### config.mk
export PLATFORM = sky130hd
export DESIGN_NAME = pdl_mul
export DESIGN_NICKNAME = d
export VERILOG_FILES = /design/src/sv/pdl_pkg.sv /design/src/sv/pdl_mul.sv
export SDC_FILE = /design/constraint.sdc
export NUM_CORES = 2
export LEC_CHECK = 0
export BUFFER_PORTS_ARGS = -buffer_cell sky130_fd_sc_hd__buf_2
export CAP_MARGIN = 10
export CORE_MARGIN = 3
export CORE_UTILIZATION = 50
export DETAILED_ROUTE_END_ITERATION = 10
export PLACE_DENSITY = 0.69
export RECOVER_POWER = 25
export SETUP_SLACK_MARGIN = 0.4
export SYNTH_ARGS = -nofsm -noshare
export SYNTH_HDL_FRONTEND = slang
export SYNTH_SLANG_ARGS = --single-unit
### constraint.sdc
create_clock -name clk -period 8.52 [get_ports clk]
set_clock_uncertainty 0.2 [all_clocks]
set_input_delay 1.704 -clock clk [delete_from_list [all_inputs] [get_ports clk]]
set_output_delay 1.704 -clock clk [all_outputs]
set_load 0.03 [all_outputs]
### src/sv/pdl_pkg.sv
package pdl_pkg;

  localparam logic signed [47:0] QMAX = 48'sh7FFF_FFFF_FFFF;

  localparam logic [30:0] RST_RADIUS = 31'd65536;
  localparam logic [30:0] RST_MASS   = 31'd65536;
  localparam logic [30:0] RST_REST   = 31'd65536000;
  localparam logic [30:0] RST_CFM    = 31'd6553600;
  localparam logic signed [31:0] RST_POLY6 = 32'sd102681;
  localparam logic signed [31:0] RST_SPIKY = -32'sd938731;

  localparam logic [2:0] REG_RADIUS = 3'd0;
  localparam logic [2:0] REG_MASS   = 3'd1;
  localparam logic [2:0] REG_REST   = 3'd2;
  localparam logic [2:0] REG_CFM    = 3'd3;
  localparam logic [2:0] REG_POLY6  = 3'd4;
  localparam logic [2:0] REG_SPIKY  = 3'd5;

  typedef struct packed {
    logic               start;
    logic signed [63:0] a;
    logic signed [63:0] b;
  } mul_req_t;

  typedef struct packed {
    logic        start;
    logic [63:0] hi;
    logic [63:0] lo;
    logic [63:0] d;
  } div_req_t;

  function automatic logic signed [47:0] add48(input logic signed [47:0] a,
                                               input logic signed [47:0] b);
    logic signed [48:0] s;
    s = {a[47], a} + {b[47], b};
    if (s > 49'sh0_7FFF_FFFF_FFFF) return QMAX;
    else if (s < -49'sh0_7FFF_FFFF_FFFF) return -QMAX;
    else return s[47:0];
  endfunction

  function automatic logic [63:0] uadd64(input logic [63:0] a, input logic [63:0] b);
    logic [64:0] s;
    s = {1'b0, a} + {1'b0, b};
    return s[64] ? '1 : s[63:0];
  endfunction

  function automatic logic signed [31:0] sat32(input logic signed [47:0] v);
    if (v > 48'sh0000_7FFF_FFFF) return 32'sh7FFF_FFFF;
    else if (v < -48'sh0000_8000_0000) return 32'sh8000_0000;
    else return v[31:0];
  endfunction

endpackage

### src/sv/pdl_mul.sv
module pdl_mul (
  input  logic               clk,
  input  logic               rst_n,
  input  pdl_pkg::mul_req_t  req,
  output logic               done,
  output logic signed [47:0] res,
  output logic [63:0]        lo
);

  logic               busy_r;
  logic [2:0]         cnt_r;
  logic [63:0]        ma_r;
  logic [63:0]        mb_r;
  logic               neg_r;
  logic [63:0]        pp_r;
  logic [1:0]         sh_r;
  logic [127:0]       acc_r;
  logic               done_r;
  logic signed [47:0] res_r;
  logic [63:0]        lo_r;

  logic [31:0]  ha;
  logic [31:0]  hb;
  logic [127:0] pp_sh;
  logic [63:0]  m;
  logic [47:0]  m48;

  function automatic logic [63:0] mag(input logic signed [63:0] x);
    return x[63] ? 64'(-x) : 64'(x);
  endfunction

  always_comb begin
    ha = cnt_r[0] ? ma_r[63:32] : ma_r[31:0];
    hb = cnt_r[1] ? mb_r[63:32] : mb_r[31:0];
    unique case (sh_r)
      2'd0:    pp_sh = {64'd0, pp_r};
      2'd1:    pp_sh = {32'd0, pp_r, 32'd0};
      default: pp_sh = {pp_r, 64'd0};
    endcase
    if (|acc_r[127:80]) m = {16'd0, pdl_pkg::QMAX};
    else if (acc_r[79:16] > {16'd0, pdl_pkg::QMAX}) m = {16'd0, pdl_pkg::QMAX};
    else m = acc_r[79:16];
    m48 = m[47:0];
  end

  always_ff @(posedge clk) begin
    if (!rst_n) begin
      busy_r <= 1'b0;
      done_r <= 1'b0;
      cnt_r  <= 3'd0;
    end else begin
      done_r <= 1'b0;
      if (req.start) begin
        busy_r <= 1'b1;
        cnt_r  <= 3'd0;
        ma_r   <= mag(req.a);
        mb_r   <= mag(req.b);
        neg_r  <= req.a[63] ^ req.b[63];
        acc_r  <= '0;
      end else if (busy_r) begin
        if (cnt_r < 3'd4) begin
          pp_r <= ha * hb;
          sh_r <= {1'b0, cnt_r[0]} + {1'b0, cnt_r[1]};
        end
        if (cnt_r != 3'd0 && cnt_r != 3'd5) begin
          acc_r <= acc_r + pp_sh;
        end
        if (cnt_r == 3'd5) begin
          busy_r <= 1'b0;
          done_r <= 1'b1;
          res_r  <= neg_r ? -$signed(m48) : $signed(m48);
          lo_r   <= acc_r[63:0];
        end
        cnt_r <= cnt_r + 3'd1;
      end
    end
  end

  assign done = done_r;
  assign res  = res_r;
  assign lo   = lo_r;

endmodule

; After elaboration in Yosys (flattened, before gate mapping)
; Index checks and enable logic that the tools add are counted.
; W data, S select, Z words.
[word_totals]
ff_bits = 440
out_inout_bits = 113
elab_cells = 55
in_bits = 131
[classes]
magnitude_cmp = 2
addsub = 6
reduce_logical = 12
n_eq_ne = 3
n_bitwise = 4
multipliers = 1
mux = 14
[op_table]
columns = operator, count
row1 = $mux W128, 2
row2 = $pmux W128 S2, 1
row3 = $mux W48, 3
row4 = $add A128 B128 Y128, 1
row5 = $neg A64 Y64, 2
row6 = $mux W63, 2
row7 = $gt A64 B47 Y1 const B, 1
row8 = $mul A32 B32 Y64, 1
row9 = $mux W32, 2
row10 = $neg A48 Y48, 1
row11 = $reduce_or A48 Y1, 1
row12 = $reduce_and A4 Y1, 2
row13 = $mux W1, 4
row14 = $reduce_bool A2 Y1, 2
row15 = $add A3 B1 Y3 const B, 1
row16 = $eq A3 B3 Y1 const B, 1
row17 = $lt A3 B3 Y1 const B, 1
row18 = $ne A3 B3 Y1 const B, 1
row19 = $not A1 Y1, 3
row20 = $reduce_and A3 Y1, 1
row21 = $reduce_bool A3 Y1, 1
row22 = $reduce_or A3 Y1, 1
row23 = $add A1 B1 Y2, 1
row24 = $eq A2 B1 Y1 const B, 1
row25 = 5 further kinds, 5

; Longest topological paths before layout
[depth]
word_depth = 5
mapped_depth = 34
depth_no_buf = 30

; Worst setup path after synthesis
; No wires, ideal clock.
[synth_timing]
path_kind = reg2reg
from = reg cnt_r[0]
to = reg pp_r[63], data pin
path_stages_with_launch = 30
synth_period_minus_slack_ns = 9.275
setup_ns = 0.259
path_slack_ns = -0.755
arrival_time_ns = 8.815
path_buffers = 5
required_time_ns = 8.061
path_cell_list = dfxtp_1 clkbuf_1 buf_1 clkbuf_1 mux2i_1 clkbuf_1 nor2_1 fa_1 fa_1 inv_1 fa_1 fa_1 inv_1 fa_1 fa_1 fa_1 fa_1 ha_1 clkbuf_1 a21o_1 a211oi_1 o2111a_1 o211ai_1 a41oi_1 o2111ai_1 a41o_1 a221oi_1 o21ai_0 a21oi_1 xnor2_1
[synth_between]
elab_chain_len = 2
[synth_rtl]
columns = item, line_no
row1 = start: declaration, pdl_mul.sv:11  ; logic [2:0] cnt_r;
row2 = start signal: assignment, pdl_mul.sv:74  ; cnt_r <= cnt_r + 3'd1;
row3 = $mux W32, pdl_mul.sv:33  ; ha = cnt_r[0] ? ma_r[63:32] : ma_r[31:0];
row4 = $mul A32 B32 Y64, pdl_mul.sv:62  ; pp_r <= ha * hb;
row5 = end signal: assignment, pdl_mul.sv:62
row6 = end: declaration, pdl_mul.sv:15  ; logic [63:0] pp_r;
; No other way between the ends.
; A chain may end at the register's enable or synchronous reset.

; Worst setup path after layout
[layout_timing]
from = reg cnt_r[0]
to = reg pp_r[59], data pin
; Same word-level chain as after synthesis.

==> summary.txt <==
Run status
  – Status: finished, violations left
  – Failing checks: max-capacitance violations, max-slew violations

Synth
  – Flops & latches, synth: 440
  – Yosys top cell area share: 0.297
  – Top post-synthesis cells by area: fa_1 (30%), edfxtp_1 (22%), ha_1 (8.2%)
  – Post-synth EDFFs: 435
  – Mapped Cells: 6483
  – Number of distinct library cells after synthesis: 79
  – Synth Warn #: 0
  – Async SR Flop Fraction: 0
  – Yosys top cell by area: fa_1
  – Synthesized area: 60400 sq um
  – Synth Area per Inst: 9.32 sq um
  – Post-synth top flop: edfxtp_1
  – Synth Net Count: 7907
  – Share of the yosys chip area belonging to registers: 0.218

CTS
  – Reg clk slew, reported paths: 0.06 ns
  – Worst skew pair latency: 0.67 ns
  – Clk root buf: clkbuf_16
  – Maximum clock path buffer count: 3
  – CTS buffer count: 51
  – CTS Hold Bufs: 0
  – Clock Sinks: 440
  – CTS H-tree depth: 2
  – CTS tree: built

Cells and area
  – Area grow syn2layout: 15.8%
  – Final instance area: 70000 sq um
  – Layout net count: 8311
  – Most common cell after layout, fill and taps aside: inv_1
  – Most frequent cells in the layout: inv_1 (923), nor2_1 (899), fa_1 (859), nand2_1 (671), edfxtp_1 (435)
  – Layout cells sized above 1: 0.153
  – Final Core Density: 0.588

STA
  – Slew @ Worst Pin: 3.48 ns
  – Pins over their slew limit: 274
  – F_max: 120 MHz
  – Final worst-path cycle share: 0.976
  – Fin. Hold Viols: 0
  – RSZ-0062 raised after global routing: true
  – Fin Hold WS: 0.267 ns
  – Number of setup violations in the final report: 0
  – Final Critical Period: 8.32 ns
  – Worst slew margin: -1.32
  – Final worst slack: 0.202 ns

Die
  – DIE AREA: 125000 sq um
  – Die W: 354 um
  – Row Count: 126
  – Core Region: 119000 sq um
  – Die height: 354 um
  – # IOs: 244
  – Initial Utilization: 0.507

Critical path
  – Crit Path Max Fanout: 6
  – R2r startpoint: cnt_r[0]
  – Critical Path Start Type: register
  – Reg2reg path depth: 29
  – Crit Path Class: reg2reg
  – Worst path bufs/invs: 8
  – CP most frequent cell: fa_1
  – Crit path to: pp_r[59]
  – Critical Path Start: cnt_r[0]
  – Flop-to-flop setup slack: 0.20 ns
  – Worst endpoint data arrival time: 8.52 ns
  – CP Capture Type: register
  – Crit-path leading delay family: adder cells
  – Worst endpoint required time: 8.72 ns
  – RR Endpoint: pp_r[59]
  – Critical path's slowest cell: fa_1
  – Crit path largest cell delay: 0.59 ns
  – Stages on the worst setup path: 29

Job
  – Max-Cap Viols: 5

Routing
  – Routed WL: 204 mm
  – Initial DRC count: 4460
  – WL/cell: 24.0 um
  – DRC Markers: 0
  – Drt pass-1 iters: 8
  – Routed Antenna Nets: 0
  – Via count: 49700
  – Via density: 5.82

Placement
  – Detail Placement HPWL: 166 mm
  – Worst slack at placement: -0.0861 ns
  – Post-DP Area: 65500 sq um
  – PortBufs: 243
  – Final Wtd Congestion: 1.03

Global routing
  – Vias in the first global route: 50700
  – Grt ovf: 0
  – First-pass GRT wire length: 307 mm
  – Pin count of the biggest net entering global routing: 91
  – Initial antenna violation count: 6
  – Gr usage total: 0.324

Worst hold path
  – Worst Hold Class: reg2reg
  – Hold path start: acc_r[6]
  – WHS Path Cells: 0
## cells in the mapped netlist (all sizes together) (27+ instances only)
library cell,count
a21o,124
a21oi,246
o21ai,229
or3,47
mux2i,97
inv,940
edfxtp,435
mux2,68
a22o,33
nand4,72
xor2,80
and2,83
o31ai,51
nand3,42
nor4,36
o311ai,27
xnor2,228
o21bai,43
nand2,677
nand2b,32
nor3,63
nor2,923
clkbuf,290
fa,897
ha,396
## final cells by class
class                      count  area, sq um
sequential                   440        13200
inverter                     940         3530
clock inverter                35          357
timing repair buffer         656         5560
fill                       10200        49100
clock buffer                  58         1320
antenna                        3         7.51
tap                         1600         2000
multi-input combinational   4798        44000
## how the worst min path moves through the flow
| stage | to | slack (ns) |
|---|---|---|
| 2_1_floorplan | lo[0] | 0.23 |
| 3_3_place_gp | lo[8] | 0.25 |
| 3_5_place_dp | lo[6] | 0.26 |
| 4_1_cts | lo[6] | 0.27 |
| 5_1_grt | lo[0] | 0.28 |
| 6_report | lo[6] | 0.27 |
## stage by stage
stage / instances / TNS (ns)
2_1_floorplan: 6483 / 0
3_3_place_gp: 8292 / -0.0333
3_5_place_dp: 8292 / -0.279
4_1_cts: 8497 / 0
5_1_grt: 8527 / -0.0904
6_report: 8530 / 0
## cell families (layout without fill, tap and decap cells)
family                     Yosys count  in the layout  share of synthesized area
DFF                                440            440                      0.218
other                                0              3                          0
muxes                              165            165                     0.0288
buffers and inverters             1245           1689                     0.0774
adders and majority gates         1293           1293                      0.379
and+or+nand+nor                   2089           2089                      0.151
xor gates and xnor gates           308            308                     0.0447
AOI/OAI and AO/OA                  943            943                      0.101
## what timing repair did
item	in CTS	in global routing
pin swaps	71	92
setup endpoints to repair	21	31
setup buffers	99	28
endpoints found under the hold margin	0	0
cloned	13	1
resized for setup	159	140
## state kept, by name, summed over array words and instances (netlist names)
name and flops:
pp_r 64, lo 64, sh_r 2, done 1, acc_r 128, ma_r 64, res 48, mb_r 64
neg_r 1, cnt_r 3, busy_r 1
## layer usage
metal / wire length, um / global-route usage / up-vias
met5: 30 / 0 / -
met1: 79000 / 0.413 / 24600
met3: 18700 / 0.0652 / 578
met4: 12900 / 0.163 / 4
met2: 93900 / 0.525 / 2410
li1: - / - / 22000
Power is not shown: default switching activity piles up to over one toggle a cycle in this logic, so the estimate is an artifact.
