File: config.mk
export PLATFORM = sky130hd
export DESIGN_NAME = pdl_sqrt
export DESIGN_NICKNAME = d
export VERILOG_FILES = /design/src/sv/pdl_sqrt.sv
export SDC_FILE = /design/constraint.sdc
export NUM_CORES = 1
export LEC_CHECK = 0
export BUFFER_PORTS_ARGS = -buffer_cell sky130_fd_sc_hd__buf_4
export CAP_MARGIN = 0
export CORE_MARGIN = 1.5
export CORE_UTILIZATION = 45
export DETAILED_ROUTE_END_ITERATION = 10
export PLACE_DENSITY_LB_ADDON = 0.05
export SLEW_MARGIN = 40
export SYNTH_ARGS = -nofsm -noshare
export SYNTH_HDL_FRONTEND = slang
export SYNTH_SLANG_ARGS = --single-unit
File: constraint.sdc
create_clock -name clk -period 7.5 [get_ports clk]
set_input_delay 1.5 -clock clk [delete_from_list [all_inputs] [get_ports clk]]
set_output_delay 1.5 -clock clk [all_outputs]
set_load 0.01 [all_outputs]
File: src/sv/pdl_sqrt.sv
module pdl_sqrt (
  input  logic        clk,
  input  logic        rst_n,
  input  logic        start,
  input  logic [63:0] v,
  output logic        done,
  output logic [31:0] root
);

  logic        busy_r;
  logic [4:0]  idx_r;
  logic [63:0] v_r;
  logic [63:0] res_r;
  logic        done_r;

  logic [63:0] bitv;
  logic [63:0] rb;
  logic        ge;

  always_comb begin
    bitv = 64'd1 << {~idx_r, 1'b0};
    rb   = res_r + bitv;
    ge   = v_r >= rb;
  end

  always_ff @(posedge clk) begin
    if (!rst_n) begin
      busy_r <= 1'b0;
      done_r <= 1'b0;
      idx_r  <= 5'd0;
    end else begin
      done_r <= 1'b0;
      if (start) begin
        busy_r <= 1'b1;
        idx_r  <= 5'd0;
        v_r    <= v;
        res_r  <= '0;
      end else if (busy_r) begin
        if (ge) begin
          v_r   <= v_r - rb;
          res_r <= (res_r >> 1) + bitv;
        end else begin
          res_r <= res_r >> 1;
        end
        idx_r <= idx_r + 5'd1;
        if (idx_r == 5'd31) begin
          busy_r <= 1'b0;
          done_r <= 1'b1;
        end
      end
    end
  end

  assign done = done_r;
  assign root = res_r[31:0];

endmodule

# After elaboration in Yosys (flattened, before gate mapping)
# Index checks and enable logic that the tools add are counted.
# totals
out_inout_bits,33
elab_cells,30
ff_bits,135
# classes
eq_ne,1
order_cmp,1
bitwise,3
reduce_logical,6
addsub,4
n_shift,1
n_mux,9
# ops
operator,n
$mux W64,5
$add A63 B64 Y64,1
$add A64 B64 Y64,1
$ge A64 B64 Y1,1
$shl A1 B6 Y64 const A,1
$sub A64 B64 Y64,1
$add A5 B1 Y5 const B,1
$eq A5 B5 Y1 const B,1
$not A5 Y5,1
$mux W1,4
$reduce_bool A2 Y1,2
$reduce_and A3 Y1,1
$reduce_or A3 Y1,1
$not A1 Y1,2
$reduce_and A2 Y1,1
$reduce_or A2 Y1,1

# Logic depth before layout (Yosys ltp)
# Gate-level depths: netlist of run 1.
# logic_depth
word_depth,7
ltp_mapped,28
depth_no_buf,26

# Least setup slack after synthesis of run 1
# No wires, ideal clock.
# synth_path
kind,register -> register
startpoint,reg idx_r[0]
endpoint,"reg v_r[0], enable pin"
slack_ns,-0.605
n_path_buf,2
arrival_time_ns,7.618
setup_ns,0.486
period_less_slack_ns,8.105
path_stages_with_launch,27
path_cell_list,dfxtp_1 ha_1 ha_1 and3_1 ha_1 ha_1 o211ai_1 o21ai_1 a211oi_1 o211ai_1 a21oi_1 o21bai_1 a31oi_1 o31ai_1 xnor2_1 ha_1 clkbuf_1 and3_1 nand2_1 or3_1 or3_1 clkinv_1 a21oi_1 a21bo_2 buf_2 nor2_1 nor2_1
# synth_between
elab_chain_cells,6
# synth_lines
element,line_no,rtl
from (decl),11,logic [4:0] idx_r;
from (signal assigned),45,idx_r <= idx_r + 5'd1;
$not A5 Y5,21,"bitv = 64'd1 << {~idx_r, 1'b0};"
$shl A1 B6 Y64,21,
$add A64 B64 Y64,22,rb = res_r + bitv;
$ge A64 B64 Y1,23,ge = v_r >= rb;
$reduce_bool A2 Y1 (no line),n/a,
$reduce_and A3 Y1 (no line),n/a,
to (signal assigned),36,v_r <= v;
to (signal assigned),40,v_r <= v_r - rb;
to (decl),12,logic [63:0] v_r;
# No other way between the ends.
# A chain may end at the register's enable or synchronous reset.

# Final worst setup path of run 1
# layout_path
startpoint,reg idx_r[3]
endpoint,"reg v_r[60], data pin"
# layout_between
elab_chain_cells,7
# layout_lines
element,line_no,rtl
$not A5 Y5,21,
$shl A1 B6 Y64,21,
$add A64 B64 Y64,22,
$sub A64 B64 Y64,40,
$mux W64,39,if (ge) begin
$mux W64,38,end else if (busy_r) begin
$mux W64,33,if (start) begin
# No other way between the ends. The select of a mux whose other input is x is not followed.

==> results.tsv, run 1 <==
stage	metric	value	unit
run_status	outcome	finished clean	
grt	largest net degree at the start of global routing	75	
setup_path	worst r2r path cells	22	
setup_path	crit path capture type	flip-flop	
min_path	Hold Path Stages	2	
cts	clk buf depth	2	
floorplan	Die X	184	µm
pwr	Pleak	6.26	nW
floorplan	I/O pin cnt	100	
cts	Clock Root Buffer	clkbuf_16	
synthesis	synth unique cells	92	
synthesis	Primary FF master, synth	edfxtp_1	
cts	CTS sink count	135	
grt	gr ovfl total	0	
final_layout	Filler cells	3140	
grt	Total GRT Usage	26.2	%
cts	clk_lat worst skew	0.45	ns
pwr	total power	2.99	mW
setup_path	critical path's slowest cell	a2111oi_1	
cts	Setup Fix Bufs, Post-CTS	0	
run	max-cap viol count	0	
synthesis	Async SR Flop Fraction	0	%
pwr	Sw Share	35.9	%
timing	worst slew pin tran	0.881	ns
drt	routed wire length	43900	µm
timing	skew final	0.0123	ns
timing	Rel. slew slack	41.1	%
synthesis	Syn Inst Count	1798	
drt	vias per inst	5.91	
setup_path	critical path depth	22	
pwr	VDD IR max	0.135	mV
timing	Final period util	90.2	%
setup_path	type of element launching the critical path	flip-flop	
cts	cts bufs inserted	17	
setup_path	Required @ worst endpoint	7.71	ns
pwr	combinational share of power	34.8	%
synthesis	share of the synthesized area in the top cell type	26.2	%
pwr	Reg power frac	34.3	%
setup_path	Worst Path Buf+Inv	0	
synthesis	register area share after synthesis	27.1	%
placed_design	GPL Wtd Cong	0.945	
final_layout	nets	2020	
cts	TritonCTS clock tree	built	
synthesis	top-count cell post-synth	nand2_1	
floorplan	site row count	65	
setup_path	Worst EP arrival	6.98	ns
final_layout	Final Cell Area	16100	µm²
drt	wire length per cell	19.4	µm
grt	initial antenna violation count	0	
final_layout	n_diodes	0	
floorplan	height of the die	184	µm
final_layout	fraction of layout cells with a size suffix above 1	9.44	%
setup_path	Crit Path Class	flip-flop to flip-flop	
placed_design	HPWL Detailed	34100	µm
timing	WHS	0.590	ns
synthesis	largest cells by area after synthesis	edfxtp_1, ha_1, nand2_1	
pwr	Clock power frac	30.9	%
synthesis	Post-Syn Area per Cell	8.16	µm²
synthesis	flops & latches, synth	135	
placed_design	PortBufs	99	
timing	Final Hold Fails	0	
timing	unrepaired setup endpoints after global routing	false	
grt	first-pass GRT wire length	69200	µm
setup_path	Crit path largest cell delay	0.70	ns
setup_path	crit-path max FO	19	
final_layout	P&R area growth vs syn	10.0	%
drt	DRT iter0 DRCs	1035	
drt	via count	13400	
final_layout	register area	3980	µm²
pwr	switching pwr	1.07	mW
setup_path	kind of cell adding the most delay to the critical path	compound AO/OA/AOI/OAI gates	
drt	drt first pass iters	5	
synthesis	area leader, netlist	edfxtp_1	
synthesis	Post-Syn Area	14700	µm²
pwr	PD cells	185	nW/µm²
timing	Min Clock Period, post-route	6.77	ns
cts	Clock transition at path regs	0.07	ns
synthesis	Post-synth top cells	nand2_1, nor2_1, ha_1, edfxtp_1, o21ai_0	
cts	Hold Buf Count CTS	0	
cts	H-tree Lvls	4	
floorplan	DIE AREA	33700	µm²
drt	post-route DRC violation count	0	
floorplan	Core ar.	31800	µm²
cts	Post-CTS Resized	0	
grt	number of global-route vias before repair	13100	
placed_design	cell area after placement	15500	µm²
timing	Setup Viol. Count Final	0	
timing	Max Slew Vio Count	0	
min_path	HP Class	flip-flop to flip-flop	
setup_path	CP cell instances	nand2_1 -> nor2_1 -> ha_1 -> nand3_1 -> a21oi_1 -> a22o_1 -> nor3b_4 -> o31ai_2 -> a21oi_1 -> o21ai_1 -> xnor2_1 -> ha_1 -> nand2_1 -> nor2_1 -> nand2_1 -> nor3_1 -> o21ai_1 -> a2111oi_1 -> o21ai_1 -> a211oi_1 -> mux2i_1 -> nor2_1	
synthesis	Synth Net Count	1999	
final_layout	area of the multi-input gates	10000	µm²
synthesis	number of synthesis warnings	0	
synthesis	Post-synth EDFFs	128	
pwr	cell internal pwr	1.92	mW
timing	FMAX	148	MHz
floorplan	Initial Util	46.2	%
timing	Final TNS setup	0	ns
drt	antenna viol nets, final	0	
[tightest hold or removal path: stages, from the launching register on]
cell	delay [ns]
dfxtp_1	0.35
mux2i_1	0.14
nor2_1	0.05
[sequential cells by signal, indices dropped and copies added, names as in the netlist]
signal,cells
v_r,64
done,1
res_r,64
busy_r,1
idx_r,5
[per-stage QoR]
stage,std cells,utilization (%),setup WS (ns)
3_5_place_dp,2235,48.8,0.842
5_1_grt,2267,50.8,0.212
3_3_place_gp,2235,48.8,1.01
2_1_floorplan,1798,-,0.470
6_report,2267,50.8,0.732
4_1_cts,2267,50.8,0.797
[worst paths after layout]
check	from	end	slack (ns)
min	idx_r[1]	idx_r[1]	0.59
max reg2reg	idx_r[3]	v_r[60]	0.73
max	idx_r[3]	v_r[60]	0.73
min reg2reg	idx_r[1]	idx_r[1]	0.59
[layout by cell type (no fill, tap or decap), drive strengths merged, types with 55 or more instances in the layout]
cell,n
a21o,55
xor2,89
xnor2,79
a21oi,114
edfxtp,128
a31oi,56
nand2,214
nor2,171
ha,133
o21ai,161
buf,108
[final cells by class]
class	count	share of cell area (%)
multi-input cells	1520	62.0
flip-flops and latches	135	24.7
repair buffers	108	5.20
well taps	435	3.37
clock buffers	20	2.77
clock inverters	12	1.08
inverters	37	0.860
[layer usage]
metal	track usage, %	vias to the layer above	share of wire [%]
met5	0	-	0
met2	46.7	343	49
met1	31.8	6291	43
met3	4.08	65	4.5
met4	9.80	0	2.9
li1	-	6701	-
[logic make-up (layout without fill, tap and decap cells)]
family / Yosys count / count (layout) / synth area share, %
compound gates: 576 / 576 / 25.4
xor+xnor: 168 / 168 / 10.0
fa+ha+maj: 140 / 140 / 11.9
buf+inv: 143 / 177 / 4.69
flops: 135 / 135 / 27.1
mux: 8 / 8 / 0.597
simple gates: 628 / 628 / 20.2
[power by group through the flow]
stage          Clock [mW]  Sequential (mW)  Combinational, mW
2_1_floorplan           0            0.994              0.801
3_3_place_gp            0             1.04               1.03
3_5_place_dp            0             1.04               1.04
4_1_cts             0.937             1.03               1.04
5_1_grt             0.967             1.03               1.16
6_report            0.923             1.03               1.04
No activity file was read; power rests on OpenSTA's default activity.
==> run 2, diff against run 1 <==
- CORE_UTILIZATION: 45 -> 57
==> results.tsv, run 2 (same netlist as run 1, synthesis figures left out) <==
stage	metric	value	unit	change
final_layout	nets	2019		was 2020
floorplan	DIE AREA	26700	µm²	was 33700 µm²
placed_design	PortBufs	99		unchanged
floorplan	Die X	163	µm	was 184 µm
setup_path	Worst EP arrival	6.78	ns	was 6.98 ns
grt	largest net degree at the start of global routing	75		unchanged
placed_design	HPWL Detailed	32600	µm	was 34100 µm
cts	Clock transition at path regs	0.06	ns	was 0.07 ns
cts	Post-CTS Resized	0		unchanged
timing	Final TNS setup	0	ns	unchanged
drt	wire length per cell	19.5	µm	was 19.4 µm
timing	Max Slew Vio Count	0		unchanged
cts	Setup Fix Bufs, Post-CTS	0		unchanged
cts	TritonCTS clock tree	built		unchanged
pwr	switching pwr	1.06	mW	was 1.07 mW
timing	Setup Viol. Count Final	0		unchanged
min_path	HP Class	flip-flop to flip-flop		unchanged
cts	Clock Root Buffer	clkbuf_16		unchanged
final_layout	Non-Filler Instances	2159		was 2267
pwr	cell internal pwr	1.87	mW	was 1.92 mW
timing	Final Hold Fails	0		unchanged
grt	initial antenna violation count	0		unchanged
timing	Final period util	87.9	%	was 90.2%
drt	drt first pass iters	5		unchanged
timing	skew final	0.0124	ns	was 0.0123 ns
grt	Total GRT Usage	31.7	%	was 26.2%
pwr	Pleak	6.24	nW	was 6.26 nW
setup_path	crit path capture type	flip-flop		unchanged
timing	FMAX	152	MHz	was 148 MHz
drt	routed wire length	42100	µm	was 43900 µm
drt	post-route DRC violation count	0		unchanged
timing	worst slew pin tran	0.827	ns	was 0.881 ns
floorplan	Core ar.	25300	µm²	was 31800 µm²
final_layout	n_diodes	0		unchanged
timing	Worst Slack Setup Final	0.905	ns	was 0.732 ns
drt	via count	13800		was 13400
final_layout	commonest non-fill, non-tap cell in the layout	nand2_1		unchanged
floorplan	site row count	58		was 65
timing	unrepaired setup endpoints after global routing	false		unchanged
run	max-cap viol count	0		unchanged
cts	clk_lat worst skew	0.43	ns	was 0.45 ns
pwr	combinational share of power	35.7	%	was 34.8%
floorplan	Initial Util	58.1	%	was 46.2%
cts	H-tree Lvls	4		unchanged
setup_path	Crit Path Class	flip-flop to flip-flop		unchanged
pwr	PD cells	184	nW/µm²	was 185 nW/µm²
grt	first-pass GRT wire length	67000	µm	was 69200 µm
setup_path	Required @ worst endpoint	7.69	ns	was 7.71 ns
drt	DRT iter0 DRCs	1086		was 1035
setup_path	type of element launching the critical path	flip-flop		unchanged
final_layout	fraction of layout cells with a size suffix above 1	9.35	%	was 9.44%
grt	number of global-route vias before repair	13100		unchanged
final_layout	most frequent cells in the layout	nand2_1, nor2_1, ha_1		unchanged
placed_design	GPL Wtd Cong	0.973		was 0.945
floorplan	height of the die	163	µm	was 184 µm
grt	gr ovfl total	0		unchanged
final_layout	Largest regs	res_r (64), v_r (64), idx_r (5)		unchanged
cts	Hold Buf Count CTS	0		unchanged
run_status	outcome	finished clean		unchanged
pwr	VDD IR max	0.143	mV	was 0.135 mV
drt	vias per inst	6.40		was 5.91
final_layout	P&R area growth vs syn	8.70	%	was 10.0%
final_layout	Filler cells	2323		was 3140
pwr	Reg power frac	34.9	%	was 34.3%
pwr	Sw Share	36.2	%	was 35.9%
cts	clk buf depth	2		unchanged
placed_design	Place WS	1.00	ns	was 0.842 ns
pwr	Clock power frac	29.5	%	was 30.9%
setup_path	crit-path max FO	22		was 19
pwr	total power	2.93	mW	was 2.99 mW
placed_design	# placed instances	2129		was 2235
floorplan	I/O pin cnt	100		unchanged
timing	Rel. slew slack	44.3	%	was 41.1%
drt	antenna viol nets, final	0		unchanged
timing	Min Clock Period, post-route	6.59	ns	was 6.77 ns
cts	CTS sink count	135		unchanged
cts	cts bufs inserted	17		unchanged
## run 2: cell types whose count changed in the layout (fill, tap and decap cells not counted)
cell	previous run	this run
bufinv_16	4	3
clkinvlp_4	3	0
clkbuf_1	2	0
clkinv_4	1	4
clkinv_2	3	4
clkinv_1	1	2
clkbuf_8	1	0
buf_12	2	1
## run 2: path summary, 6_finish.rpt
path / to / depth (start not counted) / slack, ns / from
setup reg to reg: res_r[60] / 25 / 0.91 / idx_r[3]
hold / removal: idx_r[1] / 2 / 0.58 / idx_r[1]
hold reg to reg: idx_r[1] / 2 / 0.58 / idx_r[1]
setup / recovery: res_r[60] / 25 / 0.91 / idx_r[3]
## run 2: per-layer routing
layer  global-route usage, %  share of wire, %  vias to the layer above
li1                        -                 -                     6706
met1                    38.6                42                     6508
met2                    56.7                49                      507
met3                    3.25               5.0                       99
met4                    13.6               3.7                        0
met5                       0                 0                        -
## run 2: power groups by stage
| stage | Combinational, mW | Clock, mW | Sequential (mW) |
|---|---|---|---|
| after floorplan | 0.801 | 0 | 0.994 |
| after global placement | 1.02 | 0 | 1.04 |
| after detailed placement | 1.03 | 0 | 1.04 |
| after CTS | 1.04 | 0.870 | 1.02 |
| after global routing | 1.16 | 0.895 | 1.03 |
| final | 1.05 | 0.865 | 1.02 |
## run 2: final cells by class
type / instances / area (µm²) / area share, %
clock inverters: 13 / 158 / 0.988
inverters: 37 / 139 / 0.870
clock buffers: 17 / 425 / 2.67
multi-input cells: 1520 / 10000 / 62.8
well taps: 330 / 413 / 2.59
repair buffers: 107 / 820 / 5.14
flip-flops and latches: 135 / 3980 / 25.0
## run 2: critical path: stages (launching register included)
cell,delay (ns)
dfxtp_1,0.64
nand2_1,0.23
nor2_1,0.31
ha_1,0.28
nand3_1,0.10
a21oi_1,0.39
a22o_1,0.26
nor3b_4,0.09
o31ai_2,0.42
a21oi_1,0.21
o21ai_1,0.29
a21oi_2,0.14
o21bai_1,0.18
xnor2_1,0.19
ha_1,0.36
a21oi_1,0.24
o21bai_1,0.10
a21oi_1,0.19
o31ai_1,0.11
a211o_1,0.31
a21oi_1,0.17
a21boi_2,0.25
buf_4,0.29
nor2_1,0.14
o2111a_1,0.21
a211o_1,0.25
## run 2: per-stage QoR
step           utilization [%]  area (µm²)  hold slack, ns
4_1_cts                   63.2       16000           0.574
2_1_floorplan                -       14700           0.533
6_report                  63.2       16000           0.578
3_3_place_gp              60.9       15400           0.567
5_1_grt                   63.2       16000           0.609
3_5_place_dp              60.9       15400           0.564
