File: config.mk
export PLATFORM = sky130hd
export DESIGN_NAME = pdl_div
export DESIGN_NICKNAME = d
export VERILOG_FILES = /design/src/sv/pdl_pkg.sv /design/src/sv/pdl_div.sv
export SDC_FILE = /design/constraint.sdc
export NUM_CORES = 1
export LEC_CHECK = 0
export BUFFER_PORTS_ARGS = -buffer_cell sky130_fd_sc_hd__buf_2
export CAP_MARGIN = 0
export CORE_MARGIN = 2
export CORE_UTILIZATION = 53
export DETAILED_ROUTE_END_ITERATION = 6
export GPL_TIMING_DRIVEN = 0
export PLACE_DENSITY_LB_ADDON = 0.25
export SETUP_SLACK_MARGIN = 0.2
export SLEW_MARGIN = 20
export SYNTH_ARGS = -nofsm -noshare
export SYNTH_HDL_FRONTEND = slang
export SYNTH_SLANG_ARGS = --single-unit
File: constraint.sdc
create_clock -name clk -period 6.3 [get_ports clk]
set_input_delay 0.945 -clock clk [delete_from_list [all_inputs] [get_ports clk]]
set_output_delay 0.945 -clock clk [all_outputs]
set_load 0.02 [all_outputs]
File: src/sv/pdl_pkg.sv
package pdl_pkg;

  localparam logic signed [47:0] QMAX = 48'sh7FFF_FFFF_FFFF;

  localparam logic [30:0] RST_RADIUS = 31'd65536;
  localparam logic [30:0] RST_MASS   = 31'd65536;
  localparam logic [30:0] RST_REST   = 31'd65536000;
  localparam logic [30:0] RST_CFM    = 31'd6553600;
  localparam logic signed [31:0] RST_POLY6 = 32'sd102681;
  localparam logic signed [31:0] RST_SPIKY = -32'sd938731;

  localparam logic [2:0] REG_RADIUS = 3'd0;
  localparam logic [2:0] REG_MASS   = 3'd1;
  localparam logic [2:0] REG_REST   = 3'd2;
  localparam logic [2:0] REG_CFM    = 3'd3;
  localparam logic [2:0] REG_POLY6  = 3'd4;
  localparam logic [2:0] REG_SPIKY  = 3'd5;

  typedef struct packed {
    logic               start;
    logic signed [63:0] a;
    logic signed [63:0] b;
  } mul_req_t;

  typedef struct packed {
    logic        start;
    logic [63:0] hi;
    logic [63:0] lo;
    logic [63:0] d;
  } div_req_t;

  function automatic logic signed [47:0] add48(input logic signed [47:0] a,
                                               input logic signed [47:0] b);
    logic signed [48:0] s;
    s = {a[47], a} + {b[47], b};
    if (s > 49'sh0_7FFF_FFFF_FFFF) return QMAX;
    else if (s < -49'sh0_7FFF_FFFF_FFFF) return -QMAX;
    else return s[47:0];
  endfunction

  function automatic logic [63:0] uadd64(input logic [63:0] a, input logic [63:0] b);
    logic [64:0] s;
    s = {1'b0, a} + {1'b0, b};
    return s[64] ? '1 : s[63:0];
  endfunction

  function automatic logic signed [31:0] sat32(input logic signed [47:0] v);
    if (v > 48'sh0000_7FFF_FFFF) return 32'sh7FFF_FFFF;
    else if (v < -48'sh0000_8000_0000) return 32'sh8000_0000;
    else return v[31:0];
  endfunction

endpackage

File: src/sv/pdl_div.sv
module pdl_div (
  input  logic              clk,
  input  logic              rst_n,
  input  pdl_pkg::div_req_t req,
  output logic              done,
  output logic [63:0]       q
);

  logic        busy_r;
  logic [5:0]  cnt_r;
  logic [63:0] r_r;
  logic [63:0] lo_r;
  logic [63:0] q_r;
  logic [63:0] d_r;
  logic        done_r;

  logic [63:0] r2;
  logic        take;

  always_comb begin
    r2   = {r_r[62:0], lo_r[63]};
    take = r_r[63] || (r2 >= d_r);
  end

  always_ff @(posedge clk) begin
    if (!rst_n) begin
      busy_r <= 1'b0;
      done_r <= 1'b0;
      cnt_r  <= 6'd0;
    end else begin
      done_r <= 1'b0;
      if (req.start) begin
        if (req.d == 64'd0 || req.hi >= req.d) begin
          q_r    <= '1;
          done_r <= 1'b1;
          busy_r <= 1'b0;
        end else begin
          busy_r <= 1'b1;
          r_r    <= req.hi;
          lo_r   <= req.lo;
          d_r    <= req.d;
          q_r    <= '0;
          cnt_r  <= 6'd0;
        end
      end else if (busy_r) begin
        r_r   <= take ? r2 - d_r : r2;
        lo_r  <= {lo_r[62:0], 1'b0};
        q_r   <= {q_r[62:0], take};
        cnt_r <= cnt_r + 6'd1;
        if (cnt_r == 6'd63) begin
          busy_r <= 1'b0;
          done_r <= 1'b1;
        end
      end
    end
  end

  assign done = done_r;
  assign q    = q_r;

endmodule

Word level (Yosys, flattened, before mapping)
Cells that the tools add are included.
{ "totals": {"ram_bits": 0, "latch_bits": 0, "inputBits": 195, "romBits": 0, "n_memories": 0, "out_inout_bits": 65, "reg_bits": 264, "word_cells": 43} }
{ "classes": {"n_bitwise": 1, "n_mul": 0, "div_mod_pow": 0, "add_sub_neg": 2, "mux": 21, "n_lt_le_gt_ge": 2, "n_shift": 0, "n_eq_ne": 2, "reduce_logical": 8} }
{ "op_table": {"columns": ["op", "n"], "rows": [
  ["two-way mux 64 bit", 10],
  [">= comparator 64 bit", 2],
  ["logical NOT 64 bit", 1],
  ["subtractor 64 bit", 1],
  ["two-way mux 6 bit", 3],
  ["two-way mux 1 bit", 8],
  ["adder 6 x 1 -> 6 bit, second input constant", 1],
  ["== test 6 bit, second input constant", 1],
  ["AND reduction 3 bit", 2],
  ["AND reduction 2 bit", 2],
  ["logical OR 1 bit", 2],
  ["inequality test 2 bit, second input constant", 1],
  ["nonzero test 2 bit", 1],
  ["inverter 1 bit", 1]
]} }

Logic depth before layout (Yosys ltp)
Gate-level depths: netlist of the first run.
{ "depth": {"ltp_word": 5, "mapped_depth": 16, "mapped_depth_nobuf": 14} }

Worst setup path before layout of the first run
Ideal clock, no wire load.
{ "synth_path": {"path_type": "input -> register", "from": "input req[128] (netlist name)", "to": "register lo_r[0] (enable)", "arrival_time_ns": 5.276, "cell_stages": 13, "n_path_buf": 0, "required_ns": 5.819, "setup_ns": 0.481, "path_slack_ns": 0.543, "path_cell_list": "inv_1 > ha_1 > nand2b_1 > a21o_1 > a21o_1 > a21oi_1 > nor2b_1 > o21ai_0 > a21oi_1 > a31o_2 > a31oi_1 > o21ai_0 > inv_1"} }
{ "synth_via": {"elab_chain_cells": 4} }
{ "synth_lines": {"columns": ["item", "line_no", "source"], "rows": [
  ["start: declaration", "pdl_div.sv:4", "input pdl_pkg::div_req_t req,"],
  [">= comparator 64 bit", "pdl_div.sv:33", "if (req.d == 64'd0 || req.hi >= req.d) begin"],
  ["logical OR 1 bit", "pdl_div.sv:33", null],
  ["inequality test 2 bit (no source line)", null, null],
  ["AND reduction 3 bit (no source line)", null, null],
  ["end signal: assignment", "pdl_div.sv:40", "lo_r <= req.lo;"],
  ["end signal: assignment", "pdl_div.sv:47", "lo_r <= {lo_r[62:0], 1'b0};"],
  ["end: declaration", "pdl_div.sv:12", "logic [63:0] lo_r;"]
]} }
Every way passes these cells.
A chain may end at the register's enable or synchronous reset.

Final worst setup path of the first run
{ "layout_path": {"from": "input req[0] (netlist name)", "to": "register lo_r[48] (enable)"} }
{ "layout_via": {"elab_chain_cells": 4, "word_cells_on_any_way": 5, "classes_between": "order compare: 1; eq/ne: 1; reduce/logical: 3"} }
{ "layout_lines": {"columns": ["item", "line_no"], "rows": [
  [">= comparator 64 bit or logical NOT 64 bit (tied branches)", "pdl_div.sv:33"],
  ["logical OR 1 bit (*)", "pdl_div.sv:33"],
  ["inequality test 2 bit (no source line) (*)", null],
  ["AND reduction 3 bit (no source line) (*)", null]
]} }
Mark *: on every way between the ends. The rest lies on a longest branch, timed or not.

==> flow_metrics.py, run 1 <==
metrics = {
    "floorplan": {
        "initial_core_util_pct": 53.7,
        "die_w_um": 180,
        "die_area_mm2": 0.0323,
        "core_mm2": 0.0305,
        "boundaryPins": 260,
        "die_h_um": 180,
        "rows": 64,
    },
    "clock_tree": {
        "worstSkewPairLatency_ps": 570,
        "cts_buffers": 29,
        "clk_pin_slew_ps": 60,
        "tritoncts": "done",
        "clk_path_buf_depth": 3,
        "cts.sinks": 264,
        "cts-root-buf": "clkbuf_16",
        "cts_resized": 0,
        "postCtsSetupBuffers": 0,
        "cts-htree-levels": 1,
        "cts_hold_buffers": 0,
    },
    "yosys": {
        "yosysTopAreaCell": "edfxtp_1",
        "syn_area_mm2": 0.0164,
        "yosysSeqAreaShare_pct": 47.9,
        "syn_nets": 1917,
        "synthMostInstantiatedCell": "edfxtp_1",
        "yosys-top-cells-area": "edfxtp_1 47%, ha_1 9.9%, mux2_2 6.1%",
        "synth_common_cells": "256 x edfxtp_1, 184 x nor2_1, 153 x inv_1",
        "synth_edf_count": 256,
        "syn_inst": 1592,
        "synthArstFlopShare_pct": 0,
        "syn_area_per_cell_um2": 10.3,
        "synth_top_area_share_pct": 47.0,
        "synth-seq-cells": 264,
        "ys_warn_count": 0,
        "netlist-cell-type-count": 68,
        "ys.flop_type": "edfxtp_1",
    },
    "sta": {
        "setup_viol": 0,
        "slew_violations": 0,
        "clock_skew_ps": 13.3,
        "fmax_ghz": 0.218,
        "hold_viol_final": 0,
        "slew-limit-headroom_pct": 32.4,
        "holdWs_ps": 484,
        "worst_pin_slew_ps": 1010,
        "fin_tns_setup_ps": 0,
        "period_minus_slack_ps": 4590,
        "min_period_over_period_pct": 72.8,
        "rsz0062_at_grt": "false",
    },
    "power": {
        "power_density_mw_per_mm2": 264,
        "leakage_nw": 8.29,
        "ir_drop_mv": 0.199,
    },
    "drt": {
        "wire_per_inst_um": 20.5,
        "first_pass_iters": 7,
        "first_iter_violations": 1027,
        "vias": 13400,
        "routed_wl_mm": 47.4,
        "vias_per_cell": 5.80,
        "drc": 0,
        "final_antenna_net_count": 0,
    },
    "worst_setup_path": {
        "path_depth": 14,
        "critPathKind": "primary input to flop",
        "path_cells": "buf_2 > ha_1 > nand2b_1 > a21o_1 > a21o_1 > a21oi_1 > nor2b_1 > o21ai_0 > a21oi_1 > a31o_2 > a31oi_1 > o21ai_0 > inv_8 > buf_16",
        "critPathMaxFanout": 96,
        "worstPathArrival_ps": 4780,
        "crit_path_top_delay_cell": "a31oi_1",
        "end_kind": "flop",
        "r2r_start": "lo_r[63]",
        "cp-start-kind": "primary input",
        "crit_buf_inv": 3,
        "required_ps": 6490,
        "slowest_delay_ps": 670,
        "path_delay_family": "compound AO/OA/AOI/OAI gates",
        "crit_start": "req[0]",
        "reg2regPathDepth": 14,
    },
    "place": {
        "gp_congestion": 0.919,
        "port_buffers": 259,
        "dpl.hpwl_mm": 35.7,
    },
    "global_route": {
        "grt_pass1_vias": 13200,
        "grt_start_max_net_pins": 97,
        "grt.overflow.total": 0,
        "grt_pass1_wl_mm": 73.5,
        "track_usage_pct": 28.9,
        "grt_antenna_before_repair": 13,
    },
    "run": {
        "drv_cap": 0,
    },
    "worst_hold_path": {
        "min_from": "cnt_r[5]",
        "hp-class": "flop to flop",
        "hold_depth": 1,
    },
    "layout": {
        "final_layout_size_suffix_gt1_share_pct": 23.0,
        "syn_to_final_growth_pct": 17.4,
        "nets": 2211,
    },
    "run_status": {
        "status": "finished, final reports clean",
    },
}
final cells by class:
cell class	instances	area [um^2]
antenna	8	20.0
buffer	72	327
clock buffer	39	763
clock inverter	13	143
fill	2550	11300
inverter	153	582
multi-input combinational	1103	7640
sequential	264	7850
tap	396	495
timing repair buffer	263	1400
routing by layer:
| metal | global-route usage, % | vias up | part of all wire (%) |
|---|---|---|---|
| met5 | 0 | - | 0.20 |
| met4 | 8.91 | 14 | 3.1 |
| met3 | 7.01 | 88 | 9.2 |
| met2 | 46.3 | 562 | 46 |
| met1 | 38.8 | 6394 | 42 |
| li1 | - | 6346 | - |
path summary, 6_finish.rpt:
path	endpoint	slack [ps]
min	cnt_r[5]	480
max	lo_r[48]	1710
max reg2reg	r_r[58]	2400
min reg2reg	cnt_r[5]	480
placed cells by master, fill, tap and decap left out, types with 13 or more instances in the layout:
| cell | Yosys | layout |
|---|---|---|
| buf_2 | 16 | 275 |
| xnor2_1 | 35 | 35 |
| xor2_1 | 24 | 24 |
| clkbuf_16 | 0 | 29 |
| o21a_1 | 26 | 26 |
| a21o_1 | 72 | 72 |
| nand2_1 | 103 | 103 |
| o21bai_1 | 14 | 14 |
| inv_1 | 153 | 152 |
| nor4_1 | 22 | 21 |
| clkbuf_1 | 44 | 54 |
| a21oi_1 | 128 | 128 |
| mux2_2 | 89 | 89 |
| ha_1 | 129 | 129 |
| nand4_1 | 38 | 38 |
| nor3_1 | 13 | 13 |
| o21ai_1 | 52 | 52 |
| nand3_1 | 14 | 14 |
| o21ai_0 | 47 | 47 |
| nor2_1 | 184 | 183 |
| edfxtp_1 | 256 | 256 |
metrics by stage:
stage	setup slack [ps]	cells	power [mW]	util [%]	instance area (um^2)
floorplan	543	1592	3.03	-	16400
global placement	-1730	2247	3.38	59.5	18200
detailed placement	1120	2251	3.41	59.9	18300
CTS	1710	2303	5.08	62.9	19200
global route	1500	2306	5.30	62.9	19200
finish	1710	2311	5.08	63.0	19200
flip-flops by register name, indices dropped and copies added, names as in the netlist:
name and count:
d_r 64, cnt_r 6, busy_r 1, lo_r 64
q 64, done 1, r_r 64
worst reg2reg max path, cell delays in order, from the launching register on:
cell,delay (ps)
edfxtp_1,320
inv_1,50
ha_1,230
fa_1,420
nand2b_1,190
a21oi_1,310
a21o_1,270
a211oi_1,180
o41ai_2,550
a31o_2,340
a211oi_2,150
o21bai_1,210
xnor2_1,140
o211ai_1,120
o21a_1,180
report_power, final:
group          switching (mW)  leakage, nW  internal, mW
logic                   0.754         5.41         0.499
registers              0.0508         2.44          2.10
clock network           0.713        0.441         0.967
total                    1.52         8.29          3.56
cells by family (layout without fill, tap and decap cells):
| group | Yosys count | count (layout) | share of synthesized area, % |
|---|---|---|---|
| simple gates | 418 | 418 | 11.5 |
| buf+inv | 225 | 540 | 5.50 |
| flops | 264 | 264 | 47.9 |
| xor+xnor | 59 | 59 | 3.16 |
| fa+ha+maj | 130 | 130 | 9.98 |
| other cells | 0 | 8 | 0 |
| mux | 91 | 91 | 6.24 |
| compound gates | 405 | 405 | 15.6 |
Power figures use the tool's default switching activity.
==> run 2: changes to the inputs <==
Settings changed: CORE_UTILIZATION 53 to 52.
Clock period 6.3 ns to 3.9 ns, I/O delays scaled along.
==> run 2 against run 1 <==
Against the previous run:
- die area rose by 1.9%
- sequential share of layout area is 1.2 points lower
- count of clock-buffer cells in the layout decreased by 2
- sequential power rose by 61%
- first-iteration DRC count grew 17%
- cell count increased by 0.69%
- combinational power grew 70%
- sequential cell count unchanged
- core utilization up 1.3 points
- critical path type unchanged
- largest cell class is now multi-input gates
==> flow_metrics.py, run 2 (same netlist as run 1, synthesis figures left out) <==
metrics = {
    "drt": {
        "vias": 13300,
        "vias_per_cell": 5.74,
        "first_pass_iters": 5,
        "wire_per_inst_um": 20.9,
        "final_antenna_net_count": 0,
        "drc": 0,
        "first_iter_violations": 1198,
        "routed_wl_mm": 48.8,
    },
    "worst_setup_path": {
        "cp-start-kind": "primary input",
        "required_ps": 4260,
        "crit_start": "req[43]",
        "end_kind": "flop",
        "worstPathArrival_ps": 4090,
        "critPathMaxFanout": 24,
        "critPathKind": "primary input to flop",
        "r2r_start": "lo_r[63]",
        "r2r_slack_ps": 280,
    },
    "layout": {
        "mostFrequentLayoutCells": "272 x buf_2, 256 x edfxtp_1, 182 x nor2_1",
        "nets": 2225,
        "final_layout_size_suffix_gt1_share_pct": 25.7,
        "syn_to_final_growth_pct": 21.0,
        "final_util_pct": 64.3,
        "final_common_cell": "buf_2",
    },
    "global_route": {
        "grt_antenna_before_repair": 14,
        "use_met2_pct": 47.9,
        "met3_usage_pct": 7.90,
        "track_usage_pct": 29.0,
        "grt.overflow.total": 0,
        "grt_pass1_vias": 13400,
        "grt_start_max_net_pins": 33,
        "grt_pass1_wl_mm": 74.3,
        "grtUsageMet1_pct": 37.1,
        "grt.busiest_layer": "met2",
    },
    "power": {
        "ir_drop_mv": 0.388,
        "power_density_mw_per_mm2": 431,
        "fin_total_pwr_mw": 8.54,
        "leakage_nw": 8.46,
    },
    "place": {
        "gp_congestion": 0.943,
        "port_buffers": 259,
        "dpl.hpwl_mm": 36.1,
    },
    "run": {
        "drv_cap": 0,
    },
    "sta": {
        "rsz0062_at_grt": "true",
        "fmax_ghz": 0.268,
        "worst_pin_slew_ps": 1020,
        "hold_viol_final": 0,
        "setup_viol": 0,
        "slew_violations": 0,
        "clock_skew_ps": 31.5,
        "min_period_over_period_pct": 95.8,
        "slew-limit-headroom_pct": 31.7,
        "period_minus_slack_ps": 3740,
    },
    "floorplan": {
        "die_h_um": 181,
        "initial_core_util_pct": 53.1,
        "rows": 64,
        "die_area_mm2": 0.0329,
        "core_mm2": 0.0308,
        "boundaryPins": 260,
        "die_w_um": 181,
    },
    "clock_tree": {
        "clk_pin_slew_ps": 60,
        "clk_path_buf_depth": 3,
        "cts-htree-levels": 1,
        "worstSkewPairLatency_ps": 600,
        "cts_buffers": 30,
        "cts.sinks": 264,
        "cts_hold_buffers": 0,
        "cts-root-buf": "clkbuf_16",
        "tritoncts": "done",
    },
    "worst_hold_path": {
        "min_from": "req[47]",
        "hp-class": "primary input to flop",
    },
    "run_status": {
        "status": "finished, final reports clean",
    },
}
run 2: cell types whose count changed in the layout (fill, tap and decap cells not counted), moves of 5 or more:
| cell | change |
|---|---|
| nor4_1 | -5 |
| inv_2 | +6 |
| inv_1 | -8 |
| ha_4 | +7 |
| ha_1 | -8 |
run 2: final cells by class:
class	instances	area, um^2
Buffer	72	362
Fill cell	2565	11000
Clock inverter	19	246
Tap cell	396	495
Multi-Input combinational cell	1104	7900
Timing Repair Buffer	275	1580
Clock buffer	37	777
Sequential cell	264	7850
Antenna cell	7	17.5
Inverter	153	586
run 2: per-stage QoR:
step / TNS [ps] / cells / worst slack, ps / cell area (um^2) / hold slack (ps)
4_1_cts: 0 / 2315 / 160 / 19600 / 183
2_1_floorplan: -42310 / 1592 / -331 / 16500 / 431
5_1_grt: 0 / 2324 / 145 / 19800 / 188
3_5_place_dp: -95400 / 2255 / -856 / 18500 / 457
3_3_place_gp: -476010 / 2247 / -2950 / 18300 / 445
6_report: 0 / 2327 / 165 / 19800 / 205
run 2: timing repair:
item	CTS	global route
pin swaps	1	7
gates cloned	1	3
gates resized for setup	13	31
buffers inserted	3	2
endpoints found under the setup margin	147	158
run 2: worst max-delay path: stages:
cell,delay (ps)
buf_2,140
nor4_1,560
nand4_1,380
nor4_2,520
a2111oi_2,80
o21ai_1,190
a21oi_1,80
nand3_1,160
a31oi_4,70
o21ai_2,250
clkinvlp_4,160
buf_12,180
buf_12,170
buf_16,180
buf_16,170
clkbuf_16,190
run 2: final timing paths:
kind / endpoint / depth (start not counted)
setup reg to reg: r_r[4] / 15
setup / recovery: lo_r[42] / 16
hold / removal: d_r[47] / 1
hold reg to reg: cnt_r[5] / 1
run 2: power breakdown:
part / internal (mW) / switching (mW) / total, mW
logic: 0.867 / 1.25 / 2.12
registers: 3.39 / 0.0844 / 3.47
clock network: 1.75 / 1.20 / 2.95
run 2: layer usage:
metal	vias up	share of wire, %
li1	6361	-
met1	6357	41
met2	519	46
met3	96	8.7
met4	14	3.2
met5	-	0.15
